## config.mk

```make
export PLATFORM = sky130hd
export DESIGN_NAME = tfc_parser
export DESIGN_NICKNAME = d
export VERILOG_FILES = /design/src/hw/rtl/tfc_pkg.sv /design/src/hw/rtl/tfc_parser.sv
export SDC_FILE = /design/constraint.sdc
export NUM_CORES = 1
export LEC_CHECK = 0
export ABC_AREA = 1
export BUFFER_PORTS_ARGS = -buffer_cell sky130_fd_sc_hd__buf_4
export CORE_MARGIN = 2
export CORE_UTILIZATION = 50
export DETAILED_ROUTE_END_ITERATION = 7
export PLACE_DENSITY = 0.7
export SLEW_MARGIN = 40
export SYNTH_ARGS = -nofsm -noshare
export SYNTH_HDL_FRONTEND = slang
export SYNTH_SLANG_ARGS = --single-unit
export TNS_END_PERCENT = 30
```

## constraint.sdc

```tcl
create_clock -name clk_i -period 6.1 [get_ports clk_i]
set_clock_uncertainty 0.1 [all_clocks]
set_input_delay 0.305 -clock clk_i [delete_from_list [all_inputs] [get_ports clk_i]]
set_output_delay 0.305 -clock clk_i [all_outputs]
set_load 0.05 [all_outputs]
```

## src/hw/rtl/tfc_pkg.sv

```systemverilog
// Shared types, codes and constants of the test frame checker.
`default_nettype none

package tfc_pkg;

  // Default sizing of the checker.
  localparam int unsigned SeqDepthDef = 256;
  localparam int unsigned MinFrameDef = 60;
  localparam int unsigned MaxFrameDef = 1500;

  // Frame layout.
  localparam logic [10:0] PosTypeHi  = 11'd12;
  localparam logic [10:0] PosTypeLo  = 11'd13;
  localparam logic [10:0] PosCheck   = 11'd14;
  localparam logic [10:0] PosLenHi   = 11'd15;
  localparam logic [10:0] PosLenLo   = 11'd16;
  localparam logic [10:0] PosSeqFirst = 11'd17;
  localparam logic [10:0] PosSeqLast = 11'd21 - 11'd1;
  localparam logic [10:0] CountSat   = 11'd2047;

  localparam logic [15:0] FrameType = 16'h0800;
  localparam logic [7:0]  TailHi    = 8'hBE;
  localparam logic [7:0]  TailLo    = 8'hAF;

  // Configuration register indexes.
  localparam logic RegCheckMode = 1'b0;
  localparam logic RegSeqLimit  = 1'b1;

  localparam logic [8:0] SeqLimitRst = 9'd256;

  typedef enum logic [1:0] {
    MODE_NONE   = 2'd0,
    MODE_FULL   = 2'd1,
    MODE_LENGTH = 2'd2
  } check_mode_e;

  typedef enum logic {
    OP_BYTE = 1'b0,
    OP_READ = 1'b1
  } operation_e;

  typedef enum logic [1:0] {
    VERDICT_GOOD     = 2'd0,
    VERDICT_FILTERED = 2'd1,
    VERDICT_ERROR    = 2'd2,
    VERDICT_READ     = 2'd3
  } verdict_e;

  // Outcome of a frame or a histogram read, as it travels to the result stage.
  typedef struct packed {
    logic        is_read;
    logic        filtered;
    logic        chk_err;
    logic        in_range;
    logic [31:0] seq;
    logic [10:0] size;
  } frame_info_t;

endpackage

`default_nettype wire

```

## src/hw/rtl/tfc_parser.sv

```systemverilog
// Frame header parser and per-frame filter and check decisions.
`default_nettype none

module tfc_parser
  import tfc_pkg::*;
#(
  parameter int unsigned SEQ_DEPTH = SeqDepthDef,
  parameter int unsigned MIN_FRAME = MinFrameDef,
  parameter int unsigned MAX_FRAME = MaxFrameDef
) (
  input  wire logic        clk_i,
  input  wire logic        rst_ni,
  input  wire logic        byte_en_i,
  input  wire logic [7:0]  rx_byte_i,
  input  wire logic        last_byte_i,
  input  wire logic [1:0]  check_mode_i,
  input  wire logic [8:0]  seq_limit_i,
  output frame_info_t      info_o
);

  logic [10:0] pos_q, pos_d;
  logic [7:0]  sum_q, sum_d;
  logic [15:0] type_q, type_d;
  logic [15:0] len_q, len_d;
  logic [7:0]  chk_q, chk_d;
  logic [31:0] seq_q, seq_d;
  logic [7:0]  prev_q;
  logic        over_q, over_d;
  logic        size_bad;
  logic        len_bad;

  always_comb begin
    type_d = type_q;
    len_d  = len_q;
    chk_d  = chk_q;
    seq_d  = seq_q;
    if (pos_q == PosTypeHi || pos_q == PosTypeLo) begin
      type_d = {type_q[7:0], rx_byte_i};
    end else if (pos_q == PosCheck) begin
      chk_d = rx_byte_i;
    end else if (pos_q == PosLenHi || pos_q == PosLenLo) begin
      len_d = {len_q[7:0], rx_byte_i};
    end else if (pos_q >= PosSeqFirst && pos_q <= PosSeqLast) begin
      seq_d = {seq_q[23:0], rx_byte_i};
    end
    sum_d  = (pos_q == PosCheck) ? sum_q : sum_q + rx_byte_i;
    // The count sticks at its ceiling and the frame is marked oversize.
    over_d = over_q;
    pos_d  = pos_q;
    if (pos_q == CountSat) begin
      over_d = 1'b1;
    end else begin
      pos_d = pos_q + 11'd1;
    end
  end

  always_comb begin
    size_bad = over_d || (pos_d < 11'(MIN_FRAME)) || (pos_d > 11'(MAX_FRAME));
    len_bad  = len_d != {5'd0, pos_d};
    info_o.is_read  = 1'b0;
    info_o.filtered = (type_d != FrameType) || size_bad ||
                      (prev_q != TailHi) || (rx_byte_i != TailLo);
    unique case (check_mode_i)
      MODE_FULL:   info_o.chk_err = len_bad || (sum_d != chk_d);
      MODE_LENGTH: info_o.chk_err = len_bad;
      default:     info_o.chk_err = 1'b0;
    endcase
    info_o.in_range = (seq_d < {23'd0, seq_limit_i}) && (seq_d < 32'(SEQ_DEPTH));
    info_o.seq      = seq_d;
    info_o.size     = pos_d;
  end

  always_ff @(posedge clk_i or negedge rst_ni) begin
    if (!rst_ni) begin
      pos_q  <= '0;
      sum_q  <= '0;
      type_q <= '0;
      len_q  <= '0;
      chk_q  <= '0;
      seq_q  <= '0;
      prev_q <= '0;
      over_q <= 1'b0;
    end else if (byte_en_i) begin
      if (last_byte_i) begin
        pos_q  <= '0;
        sum_q  <= '0;
        type_q <= '0;
        len_q  <= '0;
        chk_q  <= '0;
        seq_q  <= '0;
        prev_q <= '0;
        over_q <= 1'b0;
      end else begin
        pos_q  <= pos_d;
        sum_q  <= sum_d;
        type_q <= type_d;
        len_q  <= len_d;
        chk_q  <= chk_d;
        seq_q  <= seq_d;
        prev_q <= rx_byte_i;
        over_q <= over_d;
      end
    end
  end

endmodule

`default_nettype wire

```

* Word level (Yosys, flattened, before mapping)
Index checks and enable logic that the tools add are counted.
** Word-level totals
- Output and inout bits :: 47
- Bits of input ports :: 23
- Word-level logic and storage cells :: 61
- Register bits after elaboration :: 100
** Cells by class
- Eq/ne operators :: 13
- Magnitude comparators :: 6
- Add/sub/neg operators :: 2
- Reduce and logical (&&, ||, !) cells :: 10
- Mux-type cells :: 22
** Operators by type and width (number)
- $mux 32 :: 5
- $mux 16 :: 6
- $mux 8 :: 6
- $eq 11x4->1 const B :: 4
- $lt 32x9->1 :: 1
- $lt 32x9->1 const B :: 1
- $mux 11 :: 2
- $ne 16x11->1 :: 1
- $ne 16x12->1 const B :: 1
- $ne 8x8->1 const B :: 2
- $add 11x1->11 const B :: 1
- $eq 11x11->1 const B :: 1
- $eq 11x5->1 const B :: 1
- $ge 11x5->1 const B :: 1
- $gt 11x11->1 const B :: 1
- $le 11x5->1 const B :: 1
- $lt 11x6->1 const B :: 1
- $add 8x8->8 :: 1
- $logic_or 1x1->1 :: 8
- $ne 8x8->1 :: 1
- $eq 2x1->1 const B :: 1
- $eq 2x2->1 const B :: 1
- $logic_and 1x1->1 :: 2
- $mux 1 :: 2
- $pmux 1 s2 :: 1

* Logic depth before layout (Yosys ltp)
Gate-level depths: netlist of run 1.
- Depth after elaboration :: 8
- Depth in mapped cells :: 21
- Depth with buffers taken out :: 19

* Worst setup path before layout of run 1
No wires, ideal clock.
- Kind :: reg2out
- Start point :: reg pos_q[0]
- End point :: out info_o[43] (netlist bit)
- Arrival :: 3.335 ns
- Stages on the path, launching flop included :: 18
- Buffers on the path :: 2
- Setup slack :: 2.360 ns
- Data required time :: 5.695 ns
- Path through :: dfrtp_1 inv_1 ha_1 o21ai_2 a21oi_4 nor2_4 nand3_4 buf_6 clkbuf_1 nand2_1 o21ai_0 inv_1 ha_1 a21oi_1 nor2_1 a211oi_1 nand2_1 a21oi_2
** RTL lines
- from (decl) :: RTL line tfc_parser.sv:21 : logic [10:0] pos_q, pos_d;
- from (signal assigned) :: RTL line tfc_parser.sv:94 : pos_q <= pos_d;
- to (decl) :: RTL line tfc_parser.sv:18 : output frame_info_t info_o

==> results.md, run 1 <==
- Top delay family on crit path: compound AO/OA/AOI/OAI gates
- Synth Area in Compound Gates: ~17%
- Initial core utilization: 50.9%
- Nets: 969
- Critical Path Source Type: flop
- Min setup slack post-route: 1.89 ns
- Post-CTS setup buffers: 0
- Crit path max fanout: 63
- CTS tree: done
- Worst setup startpoint: pos_q[0]
- Largest cells by area after synthesis: dfrtp_1 (39%), nand2_1 (13%), inv_1 (9.8%)
- XOR/XNOR Fraction of Synth Area: ~1.9%
- Synth Area in Simple Gates: 23.7%
- Unique masters post-synth: 43
- Clk pwr share: about two fifths
- Syn Area/Cell: 7.27 um2
- Max Root-Sink Buffers: 2
- Cell accounting for the most synthesized area: dfrtp_1
- Hold Buf Count CTS: 1
- Hold Vio Cnt, Final: 0
- Row count: between 40 and 50
- Overall power: between 1.5 and 2 mW
- Iter 0 DRT Violations: 499
- Max_slew headroom: around half
- Pwr Density: roughly 220 nW/um2
- Largest net degree at the start of global routing: roughly 90
- Clock slew at reported path FFs: 0.07 ns
- CP arrival: 3.80 ns
- Post-CTS sizing: 0
- Actual slew at the worst max-slew pin: just under 0.8 ns
- DRC: 0
- GR Overflow Total: 0
- Seq/Total Area, Yosys: about two fifths
- Internal power: roughly 1.2 mW
- Sequential Power Share: a little over two fifths
- Critical Path Max Stage Delay: 0.49 ns
- Worst flop-to-flop path startpoint: pos_q[0]
- Clock latency on the worst-skew pair: 0.36 ns
- Multiplexer share of the synthesized area: 0%
- First drt pass iteration count: 5
- CTS H-tree lvls: 3
- Fin crit share: 69.0%
- Status: finished clean
- Top FF cell, synth: dfrtp_1
- Fraction of layout cells with a size suffix above 1: 13.5%
- Largest family of logic cells by synthesized area: simple AND/OR/NAND/NOR gates
- Mapped Cells: 877
- Hold wc startpoint: rx_byte_i[4]
- Warnings, synthesis: 0
- Via count: slightly below 6k
- Setup crit end kind: primary output
- Post-DR wirelength/cell: 14.6 um
- Net Switching: 0.465 mW
- Vias in the first global route: between 5k and 6k
- Number of vias per cell: 5.28
- Critical path type: flop to primary output
- Crit-path cells: inv_1, ha_1, o21ai_2, a21oi_4, nor2_4, nand3_4, o21ai_0, inv_1, ha_1, a21oi_1, nor2_1, a211oi_1, nand2_1, a21oi_2, buf_4
- DP HPWL: ~11 mm
- Max_cap viols: 0
- Die height: around 120 um
- Adder-Cell Fraction of Synth Area: between 4 and 5%
- First-pass GRT wire length: 26.4 mm
- Die W: 117 um
- Hold Path Class: primary input to flop
- Ant diodes: 0
- #FFs+latches synth: 100
- Setup_tns: 0 ns
- Final GP Congestion: roughly 1
- Post-route ant nets: 0
- Buf/Inv on CP: 3
- Clock Tree Root: clkbuf_16
- Post-synth EDFFs: 0
- Post-synth top area share: about 39%
- RSZ-0062 raised after global routing: no
- Logic pwr share: 18.4%
- Sink Count: 100
- Filler Cells Inserted: roughly 1.2k
- WL final: about 16 mm
- Area growth from synthesis to layout: 14.1%
- Sw Share: roughly 29%
- Peak VDD IR: approximately 0.00020 V
- Syn_nets: 922
- I/O Buffers: 68
- Core area: ~13000 um2
- GR Util All Layers: around a quarter
- I/O Pins: 70
- Worst slack at placement: ~2.3 ns
- Worst Path Required: 5.69 ns
- Max-slew violations: 0
- CTS buffer count: 9
- Initial antenna violation count: 0
- Fmax: around 240 MHz
- Crit-path slowest cell: nand3_4
- Post-synth ARST share: 100%
- Post-layout min period: between 4 and 5 ns
- Syn Std Cell Area: around 6400 um2
- Die area: roughly 14000 um2
- Leak pwr: 4.23 nW
- Final setup violation count: 0
cell families after synthesis:
kind of cell             after synthesis
AO/OA/AOI/OAI                        185
other                                  1
flip-flops                           100
buffers and inverters                211
XOR/XNOR                              14
AND/OR/NAND/NOR                      344
adder cells (fa/ha/maj)               22
cells in the final DEF, fill, tap and decap left out, types with 5 or more instances in the layout:
master	count
nor4_1	5
o21ai_2	5
nand3_1	51
buf_4	69
ha_1	21
nand2_2	8
nand2_1	214
clkbuf_16	9
inv_2	8
nand4_1	12
o21ai_0	49
o21ai_1	22
o22ai_1	83
a21oi_1	14
dfrtp_1	100
nor2_1	34
inv_1	167
xor2_1	10
registers in the layout, summed over array words and instances, names as in the netlist:
register  cells
len_q        16
type_q       16
chk_q         8
prev_q        8
seq_q        32
pos_q        11
over_q        1
sum_q         8
power by group through the flow:
stage	Clock (mW)	Combinational, mW	Sequential [mW]
after global placement	0	0.293	0.709
final	0.628	0.299	0.696
after CTS	0.641	0.299	0.696
after detailed placement	0	0.297	0.709
after floorplan	0	0.212	0.706
after global routing	0.665	0.345	0.699
worst register-to-register path, delay by kind of cell (launching register included):
family          cells  cell delay, ns
compound gates      4            1.09
simple gates        2            0.63
flops               1            0.45
buf+inv             1            0.14
fa+ha+maj           1            0.26
cells in the mapped netlist, types with 5 or more instances:
library cell and count:
o21ai_0 49, clkbuf_1 23, ha_1 21, nand2_1 215
nor2_1 34, nand2_2 7, o21ai_2 5, o21ai_1 22
buf_6 6, xor2_1 10, nand3_1 51, inv_2 8
o22ai_1 83, nor4_1 5, dfrtp_1 100, inv_1 167
a21oi_1 14, nand4_1 12
final cells by class:
class | instances | area, um2 | area share, %
Clock inverter | 5 | 82.6 | 1.13
Inverter | 175 | 657 | 9.03
Timing Repair Buffer | 72 | 551 | 7.57
Clock buffer | 11 | 243 | 3.34
Sequential cell | 100 | 2500 | 34.4
Tap cell | 172 | 215 | 2.96
Multi-Input combinational cell | 566 | 3030 | 41.6
final timing paths:
kind / endpoint / slack (ns) / depth (start not counted)
min reg2reg: chk_q[7] / 0.38 / 2
max reg2reg: seq_q[9] / 3.28 / 8
max: info_o[43] / 1.89 / 15
min: prev_q[4] / 0.18 / 3
max in group asynchronous: chk_q[5] / 4.59 / 3
min in group asynchronous: seq_q[25] / 0.38 / 2
per-layer routing:
layer / routed length (um) / global-route usage, % / vias to the layer above
met1: 7630 / 35.8 / 2696
met3: 768 / 5.20 / 26
met2: 7390 / 38.4 / 137
met5: 0 / 0 / -
met4: 312 / 7.53 / 0
li1: - / - / 2954
stage by stage:
| stage | cells | hold WS (ns) | area [um2] | utilization, % |
|---|---|---|---|---|
| floorplan | 877 | -0.0906 | 6380 | - |
| global placement | 1084 | 0.243 | 6930 | 55.4 |
| detailed placement | 1084 | 0.243 | 6940 | 55.4 |
| CTS | 1101 | 0.191 | 7270 | 58.1 |
| global route | 1101 | 0.199 | 7280 | 58.1 |
| finish | 1101 | 0.183 | 7280 | 58.1 |
No activity file was read; power rests on OpenSTA's default activity.
==> inputs of run 2 (changes only) <==
--- a/config.mk
+++ b/config.mk
@@ -10,7 +10,7 @@
 export CORE_MARGIN = 2
 export CORE_UTILIZATION = 50
 export DETAILED_ROUTE_END_ITERATION = 7
-export PLACE_DENSITY = 0.7
+export PLACE_DENSITY = 0.72
 export SLEW_MARGIN = 40
 export SYNTH_ARGS = -nofsm -noshare
 export SYNTH_HDL_FRONTEND = slang
==> constraint.sdc (replaced) <==
create_clock -name clk_i -period 3.57 [get_ports clk_i]
set_clock_uncertainty 0.1 [all_clocks]
set_input_delay 0.1785 -clock clk_i [delete_from_list [all_inputs] [get_ports clk_i]]
set_output_delay 0.1785 -clock clk_i [all_outputs]
set_load 0.05 [all_outputs]
==> results.md, run 2 (synthesis results as in run 1) <==
- Crit path top cell by count: a21oi_4
- Max Root-Sink Buffers: 2 (unchanged)
- Area after DPL: 7000 um2 (+0.92%)
- Setup_tns: 0 ns (unchanged)
- Clock latency on the worst-skew pair: 0.36 ns (about the same)
- Worst slack at placement: 0.186 ns (-2.12 ns)
- Core area: 12500 um2 (unchanged)
- Crit path max fanout: 8 (-87%)
- Status: finished clean
- Final GP Congestion: 0.974 (about the same)
- CTS H-tree lvls: 3 (unchanged)
- Fmax: around 280 MHz
- Post-DR wirelength/cell: 15.3 um (+4.6%)
- DP HPWL: 11.5 mm (+2.5%)
- Clock Tree Root: clkbuf_16
- Post-route ant nets: 0 (unchanged)
- Actual slew at the worst max-slew pin: 0.722 ns (-0.0544 ns)
- Min setup slack post-route: 0.0405 ns (-1.85 ns)
- Leak pwr: 4.27 nW (+1.0%)
- Critical Path Source Type: flop
- Sequential Area: 2500 um2 (about the same)
- GR Util All Layers: 25.6% (+0.55 points)
- Nets: 980 (+1.1%)
- Peak VDD IR: 0.000249 V (+23%)
- First-pass GRT wire length: 27.1 mm (+2.5%)
- Post-layout min period: 3.53 ns
- First drt pass iteration count: 5 (unchanged)
- Critical Path Max Stage Delay: 0.44 ns (-0.05 ns)
- Max_slew headroom: 51.9% (+3.6 points)
- Area growth from synthesis to layout: 17.3%
- Worst Path Required: 3.29 ns (-2.40 ns)
- Commonest non-fill, non-tap cell in the layout: nand2_1
- Hold Path Class: primary input to flop
- DRC: 0 (unchanged)
- Crit-path slowest cell: dfrtp_1
- Via count: 5984 (+2.9%)
- Final setup violation count: 0 (unchanged)
- Max_cap viols: 0 (unchanged)
- WL final: 17.0 mm (+5.6%)
- GR Overflow Total: 0 (unchanged)
- Most frequent cells in the layout: nand2_1 (214), inv_1 (162), dfrtp_1 (99), o22ai_1 (83), buf_4 (75)
- Final instance area: 7480 um2 (+2.8%)
- Filler Cells Inserted: 1187 (-4.7%)
- Clock slew at reported path FFs: 0.07 ns (about the same)
- Number of vias per cell: 5.38 (+1.9%)
- Fraction of layout cells with a size suffix above 1: 16.7% (+3.2 points)
- Top delay family on crit path: compound AO/OA/AOI/OAI gates
- I/O Buffers: 68 (unchanged)
- Row count: 41 (unchanged)
- Crit-path cells: inv_2, ha_2, o21ai_4, a21oi_4, nor2_4, nand3_4, o21ai_2, inv_1, ha_1, a21oi_2, nor2_1, a211oi_1, nand2_1, a21oi_4, buf_6
- CTS buffer count: 9 (unchanged)
- Fin crit share: between 90% and 100%
- Max reg flops: 32 (unchanged)
- Largest Register: seq_q
- Hold Vio Cnt, Final: 0 (unchanged)
- Core Util, Final: 59.8% (+1.6 points)
- Pwr Density: 364 nW/um2 (+63%)
- Multi-input gate area: 3170 um2 (+4.9%)
- Iter 0 DRT Violations: 573 (+15%)
- Top Registers: seq_q: 32 flops, len_q: 16 flops, type_q: 16 flops
- Critical path type: flop to primary output
- Initial core utilization: 50.9% (unchanged)
- I/O Pins: 70 (unchanged)
- Setup crit end kind: primary output
- CP arrival: 3.25 ns (-0.55 ns)
- Sink Count: 100 (unchanged)
- Ant diodes: 0 (unchanged)
- Buf/Inv on CP: 3 (unchanged)
- Die height: 117 um (unchanged)
- Initial antenna violation count: 0 (unchanged)
- CTS tree: done
- Die W: 117 um (unchanged)
- Die area: 13700 um2 (unchanged)
- Vias in the first global route: 5418 (+1.5%)
- Max-slew violations: 0 (unchanged)
- Largest net degree at the start of global routing: 91 (-1.1%)
[run 2: changes by cell type in the layout (fill, tap and decap cells not counted), moves of 2 or more]
| cell | change |
|---|---|
| ha_1 | -5 |
| inv_2 | +4 |
| o21ai_1 | +2 |
| ha_4 | +4 |
| o21ai_0 | -9 |
| o21ai_4 | +2 |
| buf_4 | +6 |
| clkinv_2 | +2 |
| nand3_4 | +2 |
| o21ai_2 | +5 |
| buf_6 | +2 |
| inv_1 | -5 |
[run 2: repair_timing]
item | CTS | global route
hold buffers | 1 | 0
gates resized for setup | 4 | 35
setup endpoints to repair | 1 | 3
setup buffers | 0 | 4
hold endpoints to repair | 72 | 0
gates cloned | 2 | 0
pin swaps | 0 | 10
[run 2: worst paths after layout]
| check | start | end | slack, ns | cells past startpoint |
|---|---|---|---|---|
| worst max-delay path | pos_q[1] | info_o[43] | 0.04 | 15 |
| worst min-delay path | rx_byte_i[4] | prev_q[4] | 0.06 | 3 |
| worst max register to register | pos_q[1] | seq_q[24] | 1.20 | 10 |
| worst min register to register | chk_q[7] | chk_q[7] | 0.40 | 2 |
| max in group asynchronous | rst_ni | prev_q[5] | 2.35 | 3 |
| min in group asynchronous | rst_ni | seq_q[26] | 0.32 | 2 |
[run 2: layout make-up]
cell class	instances	share of cell area [%]
clock buffer	10	3.06
clock inverter	6	0.836
inverter	175	8.81
multi-input combinational	568	42.4
sequential	100	33.5
tap	172	2.88
timing repair buffer	81	8.53
[run 2: worst reg2reg max path, delay by kind of cell (launching register included)]
kind,cells,cell delay [ns]
compound gates,4,0.69
simple gates,3,0.50
flops,1,0.44
buf+inv,2,0.37
fa+ha+maj,1,0.21
[run 2: report_power, final]
part / switching, mW / total, mW / internal [mW]
clock: 0.455 / 1.00 / 0.545
sequential: 0.0270 / 1.19 / 1.17
combinational: 0.343 / 0.530 / 0.187
total: 0.825 / 2.72 / 1.90
[run 2: metrics by stage]
step | power [mW] | cells | hold WS [ns]
2_1_floorplan | 1.57 | 877 | -0.217
3_3_place_gp | 1.71 | 1089 | 0.293
3_5_place_dp | 1.72 | 1089 | 0.159
4_1_cts | 2.71 | 1108 | 0.0458
5_1_grt | 2.86 | 1112 | 0.0836
6_report | 2.72 | 1112 | 0.0607
[run 2: per-layer routing]
layer  vias up  part of all wire (%)  track usage [%]
met5         -                     0                0
met4         0                   2.0             8.71
met3        21                   5.2             2.83
met2       181                    48             41.3
met1      2789                    45             36.0
li1       2993                     -                -
